$ cat src/rtl/fltp_pkg.sv
// fltp_pkg: shared types and constants for the flow tag free list pool
// opcodes, status codes, beat layouts and the controller/datapath handshake structs
// no dependencies
package fltp_pkg;

  // opcode carried in the low bits of an input beat
  typedef enum logic [1:0] {
    FUNC_ALLOC = 2'd0,
    FUNC_FREE  = 2'd1,
    FUNC_READ  = 2'd2,
    FUNC_INIT  = 2'd3
  } func_t;

  localparam logic [1:0] STATUS_OK      = 2'd0;
  localparam logic [1:0] STATUS_NO_FREE = 2'd1;
  localparam logic [1:0] STATUS_RANGE   = 2'd2;

  // field widths fixed by the beat format
  localparam int FUNC_W     = 2;
  localparam int TAG_IN_W   = 16;
  localparam int FLOW_W     = 64;
  localparam int STATUS_W   = 2;
  localparam int TAG_OUT_W  = 10;
  localparam int POOL_W     = 11;
  localparam int S_DATA_W   = 88;
  localparam int M_DATA_W   = 80;
  localparam logic [POOL_W-1:0] POOL_RESET = 11'd1024;

  // input beat bit positions
  localparam int S_FUNC_LSB = 0;
  localparam int S_TAG_LSB  = S_FUNC_LSB + FUNC_W;
  localparam int S_FLOW_LSB = S_TAG_LSB + TAG_IN_W;

  // output beat bit positions
  localparam int M_STATUS_LSB = 0;
  localparam int M_TAG_LSB    = M_STATUS_LSB + STATUS_W;
  localparam int M_FLOW_LSB   = M_TAG_LSB + TAG_OUT_W;
  localparam int M_VALID_LSB  = M_FLOW_LSB + FLOW_W;

  // controller to datapath
  typedef struct packed {
    logic capture;      // take an input beat, launch memory reads
    logic commit;       // finish the op, load the output register
    logic link_fix;     // second link write of a free
    logic sweep_start;  // latch pool size, reset sweep counter
    logic sweep_step;   // relink one entry
  } fltp_cmd_t;

  // datapath to controller
  typedef struct packed {
    func_t in_func;     // opcode of the beat on the input
    logic  need_link;   // captured op is a free within range
    logic  sweep_last;  // sweep counter at the last pool entry
    logic  out_busy;    // output register holds a beat not taken this cycle
  } fltp_sts_t;

endpackage

$ cat src/rtl/fltp_ctrl.sv
// fltp_ctrl: sequencing state machine of the tag pool
// depends on fltp_pkg; drives commands into fltp_datapath
module fltp_ctrl (
  input  logic              clk,
  input  logic              rst,
  input  logic              s_tvalid,
  output logic              s_tready,
  input  fltp_pkg::fltp_sts_t sts,
  output fltp_pkg::fltp_cmd_t cmd
);
  import fltp_pkg::*;

  typedef enum logic [2:0] {
    ST_SWEEP,
    ST_IDLE,
    ST_EXEC,
    ST_LINK,
    ST_REPORT
  } state_t;

  state_t state;
  logic   report;   // sweep came from a reinitialise beat, so a result is owed

  logic accept;
  assign s_tready = (state == ST_IDLE);
  assign accept   = s_tready && s_tvalid;

  always_comb begin
    cmd = '0;
    case (state)
      ST_IDLE: begin
        cmd.capture     = accept;
        cmd.sweep_start = accept && (sts.in_func == FUNC_INIT);
      end
      ST_EXEC:   cmd.commit     = !sts.out_busy;
      ST_LINK:   cmd.link_fix   = 1'b1;
      ST_SWEEP:  cmd.sweep_step = 1'b1;
      ST_REPORT: cmd.commit     = !sts.out_busy;
      default:   cmd = '0;
    endcase
  end

  always_ff @(posedge clk) begin
    if (rst) begin
      state  <= ST_SWEEP;
      report <= 1'b0;
    end else begin
      case (state)
        ST_IDLE: begin
          if (accept) begin
            if (sts.in_func == FUNC_INIT) begin
              state  <= ST_SWEEP;
              report <= 1'b1;
            end else begin
              state <= ST_EXEC;
            end
          end
        end
        ST_EXEC: begin
          if (!sts.out_busy) begin
            state <= sts.need_link ? ST_LINK : ST_IDLE;
          end
        end
        ST_LINK: state <= ST_IDLE;
        ST_SWEEP: begin
          if (sts.sweep_last) begin
            state <= report ? ST_REPORT : ST_IDLE;
          end
        end
        ST_REPORT: begin
          if (!sts.out_busy) begin
            state  <= ST_IDLE;
            report <= 1'b0;
          end
        end
        default: state <= ST_IDLE;
      endcase
    end
  end

endmodule

$ cat config.mk
export PLATFORM = sky130hd
export DESIGN_NAME = fltp_ctrl
export DESIGN_NICKNAME = d
export VERILOG_FILES = /design/src/rtl/fltp_pkg.sv /design/src/rtl/fltp_ctrl.sv
export SDC_FILE = /design/constraint.sdc
export NUM_CORES = 1
export LEC_CHECK = 0
export BUFFER_PORTS_ARGS = -buffer_cell sky130_fd_sc_hd__buf_4
export CORE_AREA = 8 8 45 47
export DETAILED_ROUTE_END_ITERATION = 12
export DIE_AREA = 0 0 53 55
export GPL_ROUTABILITY_DRIVEN = 0
export GPL_TIMING_DRIVEN = 1
export SYNTH_ARGS = -nofsm -noshare
export SYNTH_HDL_FRONTEND = slang
export SYNTH_SLANG_ARGS = --single-unit
$ cat constraint.sdc
create_clock -name clk -period 1.3 [get_ports clk]
set_clock_uncertainty 0.05 [all_clocks]
set_input_delay 0.26 -clock clk [delete_from_list [all_inputs] [get_ports clk]]
set_output_delay 0.26 -clock clk [all_outputs]
set_load 0.01 [all_outputs]
# Yosys cells after proc, flatten, opt, wreduce, memory -nomap -nowiden
# Index checks and enable logic that the tools add are counted.
# W data, S select, Z words.
# word_totals
register_bits,4
output_inout_bits,6
elab_cells,37
# op_classes
n_eq_ne,10
n_mux,17
n_reduce_logical,8
# op_table
cell,count
$mux W3,5
$pmux W3 S4,1
$mux W1,8
$reduce_and A4 Y1,2
$eq A3 B2 Y1 const B,2
$ne A2 B2 Y1 const B,3
$mux W2,2
$ne A2 B1 Y1 const B,2
$eq A3 B1 Y1 const B,1
$eq A3 B3 Y1 const B,1
$logic_not A3 Y1,1
$eq A2 B2 Y1 const B,1
$logic_and A1 B1 Y1,2
$pmux W1 S2,1
$reduce_bool A2 Y1,1
$reduce_or A2 Y1,1
$logic_not A1 Y1,1

# Depth between registers and ports, before layout
# depth
ltp_word,4
depth_mapped,5
depth_no_buf,4

# Worst setup path after synthesis
# No wires, ideal clock.
# synth_path
path_type,flip-flop to flip-flop
startpoint,reg state[1]
endpoint,reg state[2]
setup_time_ns,0.117
arrival_ns,1.267
t_required_ns,1.133
path_slack_ns,-0.134
stages_incl_launch_ff,6
path_buffers,1
period_less_slack_ns,1.434
cell_sequence,dfxtp_1 -> buf_4 -> or4bb_1 -> and2_1 -> nand4b_1 -> a21oi_1
# synth_between
elab_chain_cells,4
word_cells_on_any_way,11
# synth_lines
item,line_no,text
"start, declared",fltp_ctrl.sv:21,state_t state;
"start signal, assigned",fltp_ctrl.sv:61,state <= sts.need_link ? ST_LINK : ST_IDLE;
"start signal, assigned",fltp_ctrl.sv:67,state <= report ? ST_REPORT : ST_IDLE;
$eq A3 B1 Y1,"fltp_ctrl.sv:25, fltp_ctrl.sv:48",
$logic_and A1 B1 Y1,fltp_ctrl.sv:26,assign accept = s_tready && s_tvalid;
$ne A2 B1 Y1 (no source line),-,
$reduce_and A4 Y1 (no source line),-,
# Several ways; a longest one is shown, not always the timed one.
# A chain may end at the register's enable or synchronous reset.

==> impl_metrics.json <==
{
  "run_status": "finished, violations left",
  "violations": "setup timing",
  "detail_route.first_pass.iterations": 1,
  "path_clk_slew_ps": 40,
  "wl_mm": 1.262,
  "total_leakage_power_nw": 0.3134,
  "cts-htree-levels": 1,
  "hpwlAfterDp_um": 713.4,
  "synthToLayoutAreaGrowth_pct": 157.4,
  "setup_viol": 9,
  "synthDistinctLibCells": 23,
  "post_drt_via_cell_ratio": 4.605,
  "mean_post_synth_cell_area_um2": 7.750,
  "slew_headroom_pct": 81.67,
  "seq_area_frac_synth_pct": 28.70,
  "tritoncts": "built",
  "core_um2": 1384,
  "cp_num_buf_inv": 2,
  "critPathCaptureType": "primary output",
  "post_synth_instance_area_um2": 279.0,
  "reg2reg_to": "state[0]",
  "postSynthCellCount": 36,
  "vias": 396,
  "critical_path.cell_chain": "buf_6, nor2_4, and3_4, and3_4, buf_6",
  "max_slew.worst_pin.slew_ps": 272.5,
  "grt_first_pass_wirelength_mm": 1.800,
  "post_cts_hold_buffer_count": 0,
  "timing.reg2reg.worst_path_depth": 5,
  "worstHoldPathCells": 2,
  "io_pins": 14,
  "fp.dieW_um": 53,
  "initialDrtViolationCount": 0,
  "synth.ff_latch_count": 4,
  "hold_path_end": "state[1]",
  "grt_setup_unrepaired": "yes",
  "timing.critical_path.depth": 5,
  "final_critical_path_setup_slack_ps": -268.8,
  "rows": 14,
  "cell_family_contributing_the_most_delay_on_the_critical_path": "simple AND/OR/NAND/NOR gates",
  "grt_pass1_vias": 402,
  "worst_path_slowest_cell": "sky130_fd_sc_hd__dfxtp_4",
  "critical-path-max-stage-delay_ps": 350,
  "portBuffers": 13,
  "final.setup.tns_ps": -1778,
  "critical_path_startpoint_category": "register",
  "layout-drive-gt1-share_pct": 82.86,
  "postRouteAntennaNets": 0,
  "final_nets": 80,
  "power_per_cell_area_nw_per_um2": 1072,
  "finalWorstPathRequiredPeriod_ps": 1569,
  "fin_crit_sh_pct": 120.7,
  "groute.usage.overall_pct": 8.420,
  "achievable-frequency_ghz": 0.6374,
  "syn-num-nets": 44,
  "clock_path_buffers": 2,
  "holdCritPathClass": "in -> reg",
  "finish.utilization_pct": 51.90,
  "start_util_pct": 20.16,
  "worst_skew_pair.late_latency_ps": 240,
  "hold_violations": 0,
  "drt_drc_violations_left": 0,
  "n_antenna_cell": 0,
  "ff2ff_setup_slack_ps": -220,
  "worstPathMaxFanout": 3,
  "die_h_um": 55,
  "clk_root_buffer_cell": "sky130_fd_sc_hd__clkbuf_4",
  "report.final.slew_viol_count": 0,
  "maximum_number_of_pins_on_one_net_before_global_route_repair": 7,
  "cap_violations": 0,
  "critPathKind": "reg -> out",
  "yosys_warnings": 0,
  "gr-total-overflow": 0,
  "die_outline_area_um2": 2915,
  "total_power_mw": 0.7701,
  "hold_path_startpoint": "rst",
  "wl_per_cell_um": 14.67,
  "worst-endpoint-required_ps": 990,
  "cts.sinks": 4,
  "timing.rr.start": "state[1]",
  "grt_antenna_before_repair": 0,
  "worst-endpoint-arrival_ps": 1260,
  "ir_drop_worst_vdd_mv": 0.7428,
  "tritoncts_buffers": 3
}
## area by class of cell
type,instances,area (um2)
clock buffer,3,22.52
fill,129,665.6
inverter,2,12.51
multi-input combinational,28,282.8
sequential,4,91.34
tap,16,20.02
timing repair buffer,33,289.0
## cells in the final DEF, fill, tap and decap left out, types with 2 or more instances in the layout
master / netlist / routed
sky130_fd_sc_hd__clkbuf_4: 0 / 3
sky130_fd_sc_hd__buf_4: 1 / 22
sky130_fd_sc_hd__and2_4: 0 / 2
sky130_fd_sc_hd__inv_4: 0 / 2
sky130_fd_sc_hd__and3_4: 0 / 3
sky130_fd_sc_hd__buf_6: 0 / 11
sky130_fd_sc_hd__a21oi_1: 3 / 2
sky130_fd_sc_hd__dfxtp_4: 0 / 3
## layer usage
| layer | up-vias | GRT usage (%) | share of wire (%) | routed length [um] |
|---|---|---|---|---|
| li1 | 204 | - | - | - |
| met1 | 185 | 8.067 | 37 | 469 |
| met2 | 7 | 16.41 | 59 | 744 |
| met3 | 0 | 2.941 | 3.9 | 49 |
| met4 | 0 | 2.586 | 0 | 0 |
| met5 | - | 0 | 0 | 0 |
## logic make-up (layout without fill, tap and decap cells)
family / after synthesis / count (layout) / share of synthesized area (%)
AOI/OAI and AO/OA: 8 / 8 / 17.49
xor gates and xnor gates: 1 / 1 / 3.140
buffers and inverters: 4 / 38 / 6.727
DFF: 4 / 4 / 28.70
and+or+nand+nor: 19 / 19 / 43.95
## metrics by stage
stage	setup slack [ps]	cell area (um2)	std cells	hold slack (ps)
floorplan	-66.81	290.3	36	279.1
global placement	-138.7	466.7	73	404.3
detailed placement	-152.3	466.7	73	402.5
CTS	-247.5	603.1	81	143.6
global route	-320.3	718.2	86	146.1
finish	-268.8	718.2	86	156.8
## synthesized netlist by cell type, drive strengths merged
library cell  n  share of area, %
a2111oi       1               3.6
a21oi         3               5.4
a31oi         1               2.2
and2          2               4.5
and3          3               6.7
and3b         1               3.1
buf           1               2.7
clkbuf        1               1.3
dfxtp         4                29
inv           2               2.7
nand2         2               2.7
nand3b        1               2.7
nand4b        1               3.1
nor2          2               2.7
nor2b         1               2.2
nor3          2               3.6
nor4          1               2.2
o21a          1               2.7
o21ai         2               3.6
or4           1               2.7
or4b          1               3.6
or4bb         1               4.0
xnor2         1               3.1
## state kept, by name, summed over array words and instances, names as in the netlist
| name | count |
|---|---|
| report | 1 |
| state | 3 |
## report_power, final
group / switching, mW / internal [mW]
Clock: 0.0498 / 0.103
Combinational: 0.173 / 0.287
Sequential: 0.0163 / 0.140
## worst max-delay path by stage
stage | from | slack (ps) | endpoint
floorplan | state[1] | -70 | state[2]
global placement | sts[0] | -140 | state[1]
detailed placement | state[1] | -150 | state[1]
CTS | state[1] | -250 | cmd[1]
global route | state[1] | -320 | cmd[1]
finish | state[1] | -270 | cmd[1]
## repair_timing
| action | 4_1_cts | 5_1_grt |
|---|---|---|
| resized for setup | 21 | 21 |
| setup buffers | 5 | 5 |
| pin swaps | 6 | 9 |
| endpoints found under the setup margin | 10 | 10 |
No activity file was read; power rests on OpenSTA's default activity.
